===== src/hw/rtl/mtf_pkg.sv =====
// types and constants of the max tracking fifo
package mtf_pkg;

   localparam int QUEUE_DEPTH = 64;
   localparam int VALUE_W     = 31;
   localparam int COUNT_W     = $clog2(QUEUE_DEPTH + 1);

   // operation codes
   typedef enum logic [1:0] {
      OP_ENQUEUE = 2'd0,
      OP_DEQUEUE = 2'd1,
      OP_QUERY   = 2'd2
   } op_type;

   // one input item
   typedef struct packed {
      logic [1:0]         operation;
      logic [VALUE_W-1:0] value_in;
   } req_type;

   // one result item
   typedef struct packed {
      logic [VALUE_W-1:0] value_out;
      logic               was_query;
      logic               op_error;
   } rsp_type;

   // per-cell control for one cycle
   typedef struct packed {
      logic shift;   // take contents of the next cell toward the tail
      logic load;    // this cell is the tail slot and takes the new value
      logic raise;   // occupied cell, raise kept max to the new value if smaller
   } cell_ctrl_type;

endpackage


===== src/hw/rtl/mtf_cell.sv =====
// one storage cell of the max tracking fifo: value and kept maximum
module mtf_cell
   import mtf_pkg::*;
(
   input  logic               clock,
   input  cell_ctrl_type      ctrl,
   input  logic [VALUE_W-1:0] new_value,
   input  logic [VALUE_W-1:0] next_value,
   input  logic [VALUE_W-1:0] next_max,
   output logic [VALUE_W-1:0] value,
   output logic [VALUE_W-1:0] kept_max
);

   logic [VALUE_W-1:0] value_ff, value_in;
   logic [VALUE_W-1:0] max_ff, max_in;

   // shift toward head, load at tail, or raise kept max
   always_comb begin
      value_in = value_ff;
      max_in   = max_ff;
      priority if (ctrl.shift) begin
         value_in = next_value;
         max_in   = next_max;
      end else if (ctrl.load) begin
         value_in = new_value;
         max_in   = new_value;
      end else if (ctrl.raise && (max_ff < new_value)) begin
         max_in   = new_value;
      end else begin
         // hold contents
      end
   end

   always_ff @(posedge clock) begin
      value_ff <= value_in;
      max_ff   <= max_in;
   end

   assign value    = value_ff;
   assign kept_max = max_ff;

endmodule


===== config.mk =====
export PLATFORM = sky130hd
export DESIGN_NAME = mtf_cell
export DESIGN_NICKNAME = d
export VERILOG_FILES = /design/src/hw/rtl/mtf_pkg.sv /design/src/hw/rtl/mtf_cell.sv
export SDC_FILE = /design/constraint.sdc
export NUM_CORES = 1
export LEC_CHECK = 0
export BUFFER_PORTS_ARGS = -buffer_cell sky130_fd_sc_hd__buf_2
export CAP_MARGIN = 0
export CORE_MARGIN = 2
export CORE_UTILIZATION = 50
export DETAILED_ROUTE_END_ITERATION = 7
export MAX_ROUTING_LAYER = met4
export PLACE_DENSITY = 0.87
export SKIP_LAST_GASP = 1
export SYNTH_ARGS = -nofsm -noshare
export SYNTH_HDL_FRONTEND = slang
export SYNTH_SLANG_ARGS = --single-unit
export TNS_END_PERCENT = 50

===== constraint.sdc =====
create_clock -name clock -period 4.45 [get_ports clock]
set_input_delay 0.89 -clock clock [delete_from_list [all_inputs] [get_ports clock]]
set_output_delay 0.89 -clock clock [all_outputs]
set_load 0.03 [all_outputs]

==> impl_results.rst, run 1 <==
.. list-table::
   :header-rows: 1

   * - Metric
     - Value
   * - Total of flip-flops plus latches after synthesis
     - 62
   * - Yosys synthesis warning count
     - 0
   * - Worst Reg-to-Reg Cells
     - 6
   * - Critical path data required time
     - around 4.4 ns
   * - Syn Inst Count
     - 335
   * - Tot GR Track Use
     - 22.5%
   * - Overall power consumption
     - between 0.0015 and 0.002 W
   * - Combinational group share of total power
     - 25.0%
   * - Yosys cell types
     - 22
   * - Syn_nets
     - 462
   * - Number of buffers on the longest clock path
     - 2
   * - Number of rows in the core area
     - 29
   * - Area post-placement
     - approximately 0.0042 sq mm
   * - Setup repair after global routing missed its margin
     - no
   * - Antenna violation net count after detailed routing
     - 0
   * - Clock Skews
     - around 0.011 ns
   * - Highest Clock Rate
     - about 350 MHz
   * - Launching element type of the critical path
     - input pin
   * - Sequential share of the synthesized area
     - between 50% and 60%
   * - Worst Path Buf+Inv
     - 2
   * - Share of cells above drive strength 1
     - a little over a third
   * - Master of the slowest instance on the critical path
     - and3b_2
   * - Sequential Power Share
     - 48.2%
   * - Post-route cell area
     - 0.00435 sq mm
   * - Measured slew at the worst slew-check pin
     - between 0.7 and 0.8 ns
   * - Clk_lat worst skew
     - roughly 0.34 ns
   * - Power share of the clock group
     - 26.8%
   * - Most frequent cell on the critical path
     - o21ai_1
   * - Antenna violations before repair
     - 0
   * - Worst path arrival time
     - approximately 2.8 ns
   * - Final-layout worst hold slack
     - 0.812 ns
   * - Worst-path cell chain
     - buf_2, inv_1, ha_1, a21oi_1, o21ai_1, a221o_1, o21ai_1, and3b_2
   * - Total vias in the final route
     - 2803
   * - Largest fanout on the critical path
     - 31
   * - Largest net degree at the start of global routing
     - 94
   * - Post-CTS clock slew at the launch and capture registers of the worst setup and hold paths
     - roughly 0.08 ns
   * - Share of the synthesized area in the top cell type
     - between 50% and 60%
   * - Syn Area/Cell
     - between 9 and 10 sq um
   * - Count of maximum capacitance violations
     - 0
   * - Wire length per cell after detailed routing
     - 13.4 microns
   * - Ratio of routed vias to standard cells
     - 4.86
   * - Number of endpoints failing setup at the final stage
     - 0
   * - # nets final
     - roughly 620
   * - Port Buffer Count
     - between 150 and 200
   * - Leak Pwr
     - roughly 2.3 nW
   * - Number of antenna cells inserted
     - 0
   * - Capturing element type of the critical path
     - flip-flop
   * - Post-CTS Setup Bufs
     - 0
   * - DRC
     - 0
   * - CP max stage delay
     - 0.70 ns
   * - Die X-Extent
     - between 80 and 90 microns
   * - Detailed Route WL
     - 7.74 mm
   * - Number of global-route vias before repair
     - 2843
   * - Fill cells
     - 502
   * - Initial DRC Count
     - 89
   * - Internal Dissipation
     - a little over 0.001 W
   * - Clock tree from TritonCTS
     - built
   * - Starting density of the core
     - 52.2%
   * - Final hold violation count
     - 0
   * - Outcome
     - finished clean
   * - Final period demand of the worst path
     - about 2.8 ns
   * - Post-cts sizing count
     - 0
   * - Type of the most critical hold path
     - in -> reg
   * - Area Overhead vs Synth
     - 30.4%
   * - Biggest area contributors in the synthesized netlist
     - edfxtp_1 (56%), nand2_1 (15%), ha_1 (11%), nand2b_1 (6.2%), inv_1 (3.5%)
   * - Post-route clock period utilization
     - 63.3%
   * - Max Slew Vio Count
     - 0
   * - Dominant cell type by area after synthesis
     - edfxtp_1
   * - Die ar.
     - around 0.0073 sq mm
   * - CTS sink cnt
     - 62
   * - Cell area after technology mapping
     - around 0.0033 sq mm
   * - Deepest level of the CTS H-tree
     - 3
   * - Height of the die
     - ~86 microns
   * - Slew Limit Headroom
     - approximately half
   * - Total iterations of the first detailed-routing run
     - 6
   * - Worst voltage drop across the vdd grid
     - 0.247 mV
   * - Global-route wire length before repair
     - around 12 mm
   * - TritonCTS buffer count
     - 9
   * - Hold buffers post-CTS
     - 0
   * - IO Pins
     - 159
   * - WP depth
     - 8
   * - Core area
     - 0.00639 sq mm
   * - CTS Root Cell
     - clkbuf_8
   * - Worst Setup Path Type
     - in -> reg
   * - Areal power density over the cells
     - 354 mW/mm^2
   * - Sw Share
     - between 30% and 40%
   * - Switching pwr
     - around 0.0005 W
   * - Grt total ovfl
     - 0
   * - HPWL after detailed placement
     - between 5 and 6 mm
   * - CP delay by family, top
     - compound AO/OA/AOI/OAI gates
   * - RePlAce Congestion
     - slightly below 0.8
   * - Accumulated negative setup slack
     - 0 ns
   * - Hold Path Cell Cnt
     - 3
-- registers in the layout (all words and copies together), names as in the netlist --
register,count
value,31
kept_max,31
-- power groups by stage --
stage | Sequential, W | Combinational [W] | Clock [W]
after CTS | 0.000742 | 0.000388 | 0.000418
after detailed placement | 0.000754 | 0.000387 | 0
after floorplan | 0.000880 | 0.000122 | 0
after global placement | 0.000750 | 0.000377 | 0
final | 0.000741 | 0.000385 | 0.000412
after global routing | 0.000747 | 0.000421 | 0.000439
-- logic make-up after synthesis --
kind of cell / Yosys count / synth area share (%)
flops: 62 / 55.9
fa+ha+maj: 30 / 11.3
simple gates: 178 / 24.1
compound gates: 24 / 4.20
buf+inv: 41 / 4.62
-- tightest hold or removal path: cells and delay by family --
| family | cells | cell delay [ns] |
|---|---|---|
| simple gates | 2 | 0.09 |
| buf+inv | 1 | 0.07 |
-- placed cells by master (no fill, tap or decap) --
cell type and count:
a211oi_1 1, a21o_1 2, a21oi_1 13, a221o_1 1, a41oi_1 1, and3b_2 1, buf_2 158, buf_4 1
clkbuf_8 9, clkinv_1 3, clkinv_2 4, edfxtp_1 62, ha_1 30, inv_1 31, nand2_1 129, nand2b_1 33
nand3_1 4, nand4_1 6, nor2_1 1, nor2b_1 1, nor3_1 1, nor4_4 1, o21ai_0 2, o21ai_1 3
o311ai_1 1, or2_4 1
-- synthesized netlist by cell type, drive strengths merged --
master and count:
ha 30, nor3 1, nand2 129, o21ai 5, a211oi 1, a21o 2
edfxtp 62, a21oi 13, inv 31, nand4 6, o311ai 1, nor2b 1
a221o 1, a41oi 1, nand3 4, nand2b 33, and3b 1, nor4 1
or2 1, clkbuf 10, nor2 1
-- metrics by stage --
step,setup slack [ns],cells,util [%]
4_1_cts,1.62,577,68.1
2_1_floorplan,1.39,335,-
3_3_place_gp,1.37,561,65.6
3_5_place_dp,1.26,561,65.6
6_report,1.63,577,68.1
5_1_grt,1.48,577,68.1
-- path summary, 6_finish.rpt --
kind	slack, ns	endpoint	startpoint
max	1.63	kept_max[5]	new_value[12]
min reg2reg	1.37	kept_max[25]	kept_max[22]
max reg2reg	1.91	kept_max[5]	kept_max[12]
min	0.81	kept_max[26]	next_max[26]
-- per-layer routing --
| metal | vias up | part of all wire, % | global-route usage (%) |
|---|---|---|---|
| met5 | - | 0 | - |
| met4 | 0 | 2.2 | 8.95 |
| met3 | 15 | 6.5 | 5.49 |
| met2 | 103 | 50 | 37.6 |
| met1 | 1249 | 41 | 26.3 |
| li1 | 1436 | - | - |
-- cell type report --
| type | instances | area (sq um) | share of cell area, % |
|---|---|---|---|
| clock buffer | 9 | 124 | 2.85 |
| clock inverter | 7 | 31.3 | 0.720 |
| inverter | 31 | 116 | 2.68 |
| multi-input combinational | 232 | 1320 | 30.3 |
| sequential | 62 | 1860 | 42.8 |
| tap | 77 | 96.3 | 2.22 |
| timing repair buffer | 159 | 798 | 18.4 |
No activity file was read; power rests on OpenSTA's default activity.
==> inputs of run 2 (changes only) <==
--- a/config.mk
+++ b/config.mk
@@ -8,10 +8,10 @@
 export BUFFER_PORTS_ARGS = -buffer_cell sky130_fd_sc_hd__buf_2
 export CAP_MARGIN = 0
 export CORE_MARGIN = 2
-export CORE_UTILIZATION = 50
+export CORE_UTILIZATION = 47
 export DETAILED_ROUTE_END_ITERATION = 7
 export MAX_ROUTING_LAYER = met4
-export PLACE_DENSITY = 0.87
+export PLACE_DENSITY = 0.83
 export SKIP_LAST_GASP = 1
 export SYNTH_ARGS = -nofsm -noshare
 export SYNTH_HDL_FRONTEND = slang
==> constraint.sdc (replaced) <==
create_clock -name clock -period 2.9 [get_ports clock]
set_input_delay 0.58 -clock clock [delete_from_list [all_inputs] [get_ports clock]]
set_output_delay 0.58 -clock clock [all_outputs]
set_load 0.03 [all_outputs]
==> impl_results.rst, run 2 (synthesis gave the netlist of run 1 again) <==
.. list-table::
   :header-rows: 1

   * - Metric
     - Value
   * - Grt total ovfl
     - 0
   * - Clock tree from TritonCTS
     - built
   * - Areal power density over the cells
     - between 500 and 600 mW/mm^2
   * - Largest fanout on the critical path
     - 20
   * - Final period demand of the worst path
     - approximately 2.2 ns
   * - Global-route wire length before repair
     - roughly 12 mm
   * - Share of cells above drive strength 1
     - between 30% and 40%
   * - Deepest level of the CTS H-tree
     - 3
   * - Commonest non-fill, non-tap cells in the layout
     - buf_2 (158), nand2_1 (129), edfxtp_1 (62), nand2b_1 (33), inv_1 (31)
   * - IO Pins
     - roughly 160
   * - Worst-path cell chain
     - ha_1, a21oi_1, o21ai_1, a221o_1, o21ai_1, and3b_2, buf_4
   * - Total iterations of the first detailed-routing run
     - 4
   * - Largest net degree at the start of global routing
     - 94
   * - Worst path arrival time
     - approximately 2.3 ns
   * - Measured slew at the worst slew-check pin
     - between 0.7 and 0.8 ns
   * - HPWL after detailed placement
     - approximately 6 mm
   * - Post-route clock period utilization
     - about 77%
   * - Worst voltage drop across the vdd grid
     - 0.334 mV
   * - Clk_lat worst skew
     - around 0.33 ns
   * - CP max stage delay
     - ~0.4 ns
   * - Number of buffers on the longest clock path
     - 2
   * - Ratio of routed vias to standard cells
     - approximately 4.6
   * - Launching element type of the critical path
     - flip-flop
   * - Post-CTS Setup Bufs
     - 0
   * - Hold buffers post-CTS
     - 0
   * - Core area
     - 0.00683 sq mm
   * - TritonCTS buffer count
     - 9
   * - Height of the die
     - a little under 90 microns
   * - Detailed Route WL
     - 7.80 mm
   * - Antenna violation net count after detailed routing
     - 0
   * - Most frequent cell on the critical path
     - o21ai_1
   * - Capturing element type of the critical path
     - flip-flop
   * - Slew Limit Headroom
     - between 50 and 60%
   * - Critical path data required time
     - about 2.9 ns
   * - Sw Share
     - 31.8%
   * - Post-route cell area
     - 0.00439 sq mm
   * - RePlAce Congestion
     - ~0.76
   * - Sequential Power Share
     - 48.5%
   * - Final hold violation count
     - 0
   * - Highest Clock Rate
     - 446 MHz
   * - Number of endpoints failing setup at the final stage
     - 0
   * - Number of antenna cells inserted
     - 0
   * - Die X-Extent
     - between 80 and 90 microns
   * - Wire length per cell after detailed routing
     - between 10 and 15 microns
   * - Type of the most critical hold path
     - in -> reg
   * - Final-layout worst hold slack
     - roughly 0.5 ns
   * - Leak Pwr
     - between 2 and 2.5 nW
   * - Tot GR Track Use
     - 21.3%
   * - Switching pwr
     - between 0.0007 and 0.0008 W
   * - Power share of the clock group
     - about a quarter
   * - Master of the slowest instance on the critical path
     - edfxtp_1
   * - Outcome
     - finished clean
   * - Number of global-route vias before repair
     - around 2700
   * - Worst Setup Path Type
     - reg -> reg
   * - Initial DRC Count
     - between 100 and 150
   * - Internal Dissipation
     - ~0.0016 W
   * - Area Overhead vs Synth
     - 31.6%
   * - CTS Root Cell
     - clkbuf_8
   * - Post-CTS clock slew at the launch and capture registers of the worst setup and hold paths
     - 0.07 ns
   * - Fill cells
     - between 600 and 700
   * - CTS sink cnt
     - 62
   * - Count of maximum capacitance violations
     - 0
   * - Die ar.
     - slightly below 0.008 sq mm
   * - Number of rows in the core area
     - 30
   * - Total vias in the final route
     - about 2800
   * - Clock Skews
     - 0.00773 ns
   * - Accumulated negative setup slack
     - 0 ns
   * - Post-cts sizing count
     - 0
   * - Most common cell after layout, fill and taps aside
     - buf_2
   * - Combinational group share of total power
     - between 20 and 30%
   * - DRC
     - 0
   * - Antenna violations before repair
     - 0
   * - Area post-placement
     - ~0.0042 sq mm
   * - # nets final
     - around 630
   * - Port Buffer Count
     - 158
   * - Starting density of the core
     - 48.8%
   * - Max Slew Vio Count
     - 0
   * - Setup slack on the worst flop-to-flop path
     - ~0.66 ns
   * - Setup repair after global routing missed its margin
     - no
-- run 2: cell types whose count changed in the layout (fill, tap and decap cells not counted) --
cell	delta
clkinv_2	-3
buf_4	+3
clkinv_1	-1
clkbuf_1	+3
-- run 2: layout make-up --
type / instances / area (sq um) / area share [%]
clock buffer: 12 / 135 / 3.08
clock inverter: 3 / 12.5 / 0.285
inverter: 31 / 116 / 2.65
multi-input combinational: 232 / 1320 / 30.1
sequential: 62 / 1860 / 42.5
tap: 96 / 120 / 2.74
timing repair buffer: 162 / 821 / 18.7
-- run 2: power groups by stage --
stage | Sequential, W | Clock [W] | Combinational [W]
finish | 0.00114 | 0.000616 | 0.000593
detailed placement | 0.00116 | 0 | 0.000598
floorplan | 0.00135 | 0 | 0.000187
CTS | 0.00114 | 0.000634 | 0.000600
global route | 0.00115 | 0.000667 | 0.000653
global placement | 0.00115 | 0 | 0.000586
-- run 2: worst paths after layout --
| path | start | endpoint | cells past startpoint |
|---|---|---|---|
| worst max-delay path | kept_max[12] | kept_max[2] | 7 |
| worst max register to register | kept_max[12] | kept_max[2] | 7 |
| worst min-delay path | next_value[29] | value[29] | 3 |
| worst min register to register | kept_max[22] | kept_max[29] | 5 |
-- run 2: layer usage --
| metal | vias to the layer above | GRT usage [%] | wire (microns) |
|---|---|---|---|
| met5 | - | - | 0 |
| met4 | 0 | 9.09 | 160 |
| met3 | 14 | 5.41 | 556 |
| met2 | 114 | 33.1 | 3660 |
| met1 | 1196 | 26.5 | 3420 |
| li1 | 1440 | - | - |
-- run 2: metrics by stage --
step                      total power (W)  util (%)  std cells  setup WS (ns)
after floorplan                   0.00154         -        335          0.148
after global placement            0.00174      62.0        583          0.418
after detailed placement          0.00175      62.0        583          0.349
after CTS                         0.00237      64.2        598          0.662
after global routing              0.00247      64.2        598          0.527
final                             0.00235      64.2        598          0.657
-- run 2: worst max-delay path, delay by kind of cell, from the launching register on --
family,cells,cell delay (ns)
AND/OR/NAND/NOR,1,0.20
adder cells (fa/ha/maj),1,0.31
buffers and inverters,1,0.28
AO/OA/AOI/OAI,4,0.74
flip-flops,1,0.39
==> inputs of run 3 (changes only) <==
--- a/config.mk
+++ b/config.mk
@@ -8,10 +8,10 @@
 export BUFFER_PORTS_ARGS = -buffer_cell sky130_fd_sc_hd__buf_2
 export CAP_MARGIN = 0
 export CORE_MARGIN = 2
-export CORE_UTILIZATION = 47
+export CORE_UTILIZATION = 42
 export DETAILED_ROUTE_END_ITERATION = 7
 export MAX_ROUTING_LAYER = met4
-export PLACE_DENSITY = 0.83
+export PLACE_DENSITY = 0.78
 export SKIP_LAST_GASP = 1
 export SYNTH_ARGS = -nofsm -noshare
 export SYNTH_HDL_FRONTEND = slang
==> constraint.sdc (replaced) <==
create_clock -name clock -period 2 [get_ports clock]
set_input_delay 0.4 -clock clock [delete_from_list [all_inputs] [get_ports clock]]
set_output_delay 0.4 -clock clock [all_outputs]
set_load 0.03 [all_outputs]
==> impl_results.rst, run 3 (synthesis gave the netlist of run 1 again) <==
.. list-table::
   :header-rows: 1

   * - Metric
     - Value
   * - DP Cell Count
     - just over 600
   * - Hold buffers post-CTS
     - 0
   * - Violated checks
     - negative setup slack
   * - TritonCTS buffer count
     - 9
   * - Share of cells above drive strength 1
     - ~41%
   * - Setup repair after global routing missed its margin
     - yes
   * - Measured slew at the worst slew-check pin
     - approximately 0.77 ns
   * - Setup WS post-layout
     - -0.159 ns
   * - Leak Pwr
     - ~2.5 nW
   * - Wire length per cell after detailed routing
     - 13.4 microns
   * - Tot GR Track Use
     - between 20% and 30%
   * - Largest fanout on the critical path
     - 5
   * - Initial DRC Count
     - around 160
   * - Post-route clock period utilization
     - 108%
   * - Worst path arrival time
     - between 2 and 2.5 ns
   * - Final hold violation count
     - 0
   * - DRC
     - 0
   * - Starting density of the core
     - a little over two fifths
   * - Ratio of routed vias to standard cells
     - 4.68
   * - Global-route wire length before repair
     - roughly 13 mm
   * - Clock tree from TritonCTS
     - built
   * - Power share of the clock group
     - 30.6%
   * - Port Buffer Count
     - between 150 and 200
   * - Antenna violations before repair
     - 0
   * - RePlAce Congestion
     - approximately 0.82
   * - HPWL after detailed placement
     - about 6.4 mm
   * - Area Overhead vs Synth
     - 44.4%
   * - Die X-Extent
     - approximately 93 microns
   * - Non-Filler Instances
     - between 600 and 700
   * - Total vias in the final route
     - between 2000 and 3000
   * - Die ar.
     - ~0.0087 sq mm
   * - Worst Setup Path Type
     - reg -> reg
   * - Largest net degree at the start of global routing
     - 94
   * - Internal Dissipation
     - between 0.002 and 0.003 W
   * - Origin of the worst min-delay path
     - next_value[17]
   * - Worst Reg-to-Reg Cells
     - 7
   * - # nets final
     - about 660
   * - Combinational group share of total power
     - 25.9%
   * - Worst hold endpoint
     - value[17]
   * - Setup slack on the worst flop-to-flop path
     - -0.16 ns
   * - Fill cells
     - approximately 650
   * - Detailed Route WL
     - 8.52 mm
   * - Area post-placement
     - about 0.0045 sq mm
   * - Post-CTS clock slew at the launch and capture registers of the worst setup and hold paths
     - 0.08 ns
   * - Areal power density over the cells
     - 790 mW/mm^2
   * - Overall power consumption
     - 0.00380 W
   * - Total iterations of the first detailed-routing run
     - 4
   * - Count of maximum capacitance violations
     - 0
   * - Sequential Power Share
     - 43.5%
   * - Reg-to-reg critical path startpoint
     - kept_max[12]
   * - Deepest level of the CTS H-tree
     - 3
   * - Capturing element type of the critical path
     - flip-flop
   * - Critical path data required time
     - between 2 and 2.5 ns
   * - CTS sink cnt
     - 62
   * - Grt total ovfl
     - 0
   * - Final period demand of the worst path
     - roughly 2.2 ns
   * - Commonest non-fill, non-tap cells in the layout
     - buf_2 (158), nand2_1 (129), edfxtp_1 (62), nand2b_1 (33), inv_1 (31)
   * - Hold Path Cell Cnt
     - 3
   * - Post-route cell area
     - approximately 0.0048 sq mm
   * - Clock Skews
     - about 0.015 ns
   * - Antenna violation net count after detailed routing
     - 0
   * - Number of endpoints failing setup at the final stage
     - 31
   * - Clk_lat worst skew
     - roughly 0.34 ns
   * - Launching element type of the critical path
     - flip-flop
   * - Number of antenna cells inserted
     - 0
   * - IO Pins
     - 159
   * - Outcome
     - complete, but fails checks
   * - Highest Clock Rate
     - ~460 MHz
   * - Sw Share
     - between 20% and 30%
   * - Capturing point of the worst reg2reg path
     - kept_max[16]
   * - Setup slack after placement
     - -0.345 ns
   * - Most common cell after layout, fill and taps aside
     - buf_2
   * - Core area
     - about 0.0077 sq mm
   * - Number of buffers on the longest clock path
     - 2
   * - Type of the most critical hold path
     - in -> reg
   * - Number of rows in the core area
     - 32
   * - CTS Root Cell
     - clkbuf_8
   * - Max Slew Vio Count
     - 0
   * - Worst voltage drop across the vdd grid
     - around 0.43 mV
   * - Slew Limit Headroom
     - roughly 49%
   * - Height of the die
     - between 90 and 100 microns
   * - Number of global-route vias before repair
     - a little under 3000
   * - Switching pwr
     - around 0.0011 W
-- run 3: cell type report --
cell class / instances / area [sq um] / share of cell area, %
tap: 102 / 128 / 2.65
sequential: 62 / 1860 / 38.7
inverter: 31 / 116 / 2.42
clock buffer: 10 / 128 / 2.65
multi-input combinational: 232 / 1410 / 29.3
timing repair buffer: 193 / 1090 / 22.7
clock inverter: 6 / 76.3 / 1.59
-- run 3: how the worst max path moves through the flow --
stage                              from           end
after CTS                  kept_max[22]  kept_max[19]
after floorplan            kept_max[22]   kept_max[0]
final                      kept_max[12]  kept_max[16]
after global placement    new_value[22]  kept_max[12]
after detailed placement  new_value[22]  kept_max[12]
after global routing       kept_max[19]  kept_max[16]
-- run 3: power by group through the flow --
stage	registers, W	logic [W]	clock network (W)
3_5_place_dp	0.00168	0.000946	0
3_3_place_gp	0.00167	0.000922	0
2_1_floorplan	0.00196	0.000275	0
5_1_grt	0.00167	0.00108	0.00124
4_1_cts	0.00165	0.000952	0.00119
6_report	0.00166	0.000984	0.00116
-- run 3: through the flow --
step                      hold slack [ns]  setup TNS, ns  util [%]
after floorplan                     0.582          -8.09         -
after global placement              0.670          -9.13      57.9
after detailed placement            0.674         -10.39      57.9
after CTS                           0.314          -4.54      60.7
after global routing                0.319          -6.71      62.3
final                               0.331          -4.41      62.3
-- run 3: repair_timing --
action,4_1_cts,5_1_grt
cloned,0,2
setup endpoints to repair,31,31
setup buffers,0,2
resized for setup,2,8
pin swaps,0,6
-- run 3: worst max-delay path, stage by stage (launching register included) --
cell	delay [ns]
edfxtp_1	0.43
ha_4	0.24
a21oi_1	0.13
o21ai_1	0.09
a221o_1	0.38
o21ai_2	0.15
and3b_4	0.29
clkbuf_16	0.17
-- run 3: per-layer routing --
metal	track usage, %	part of all wire, %	vias to the layer above
met5	-	0	-
met4	6.99	1.5	0
met3	4.27	5.8	15
met2	34.6	50	115
met1	24.1	43	1334
li1	-	-	1511
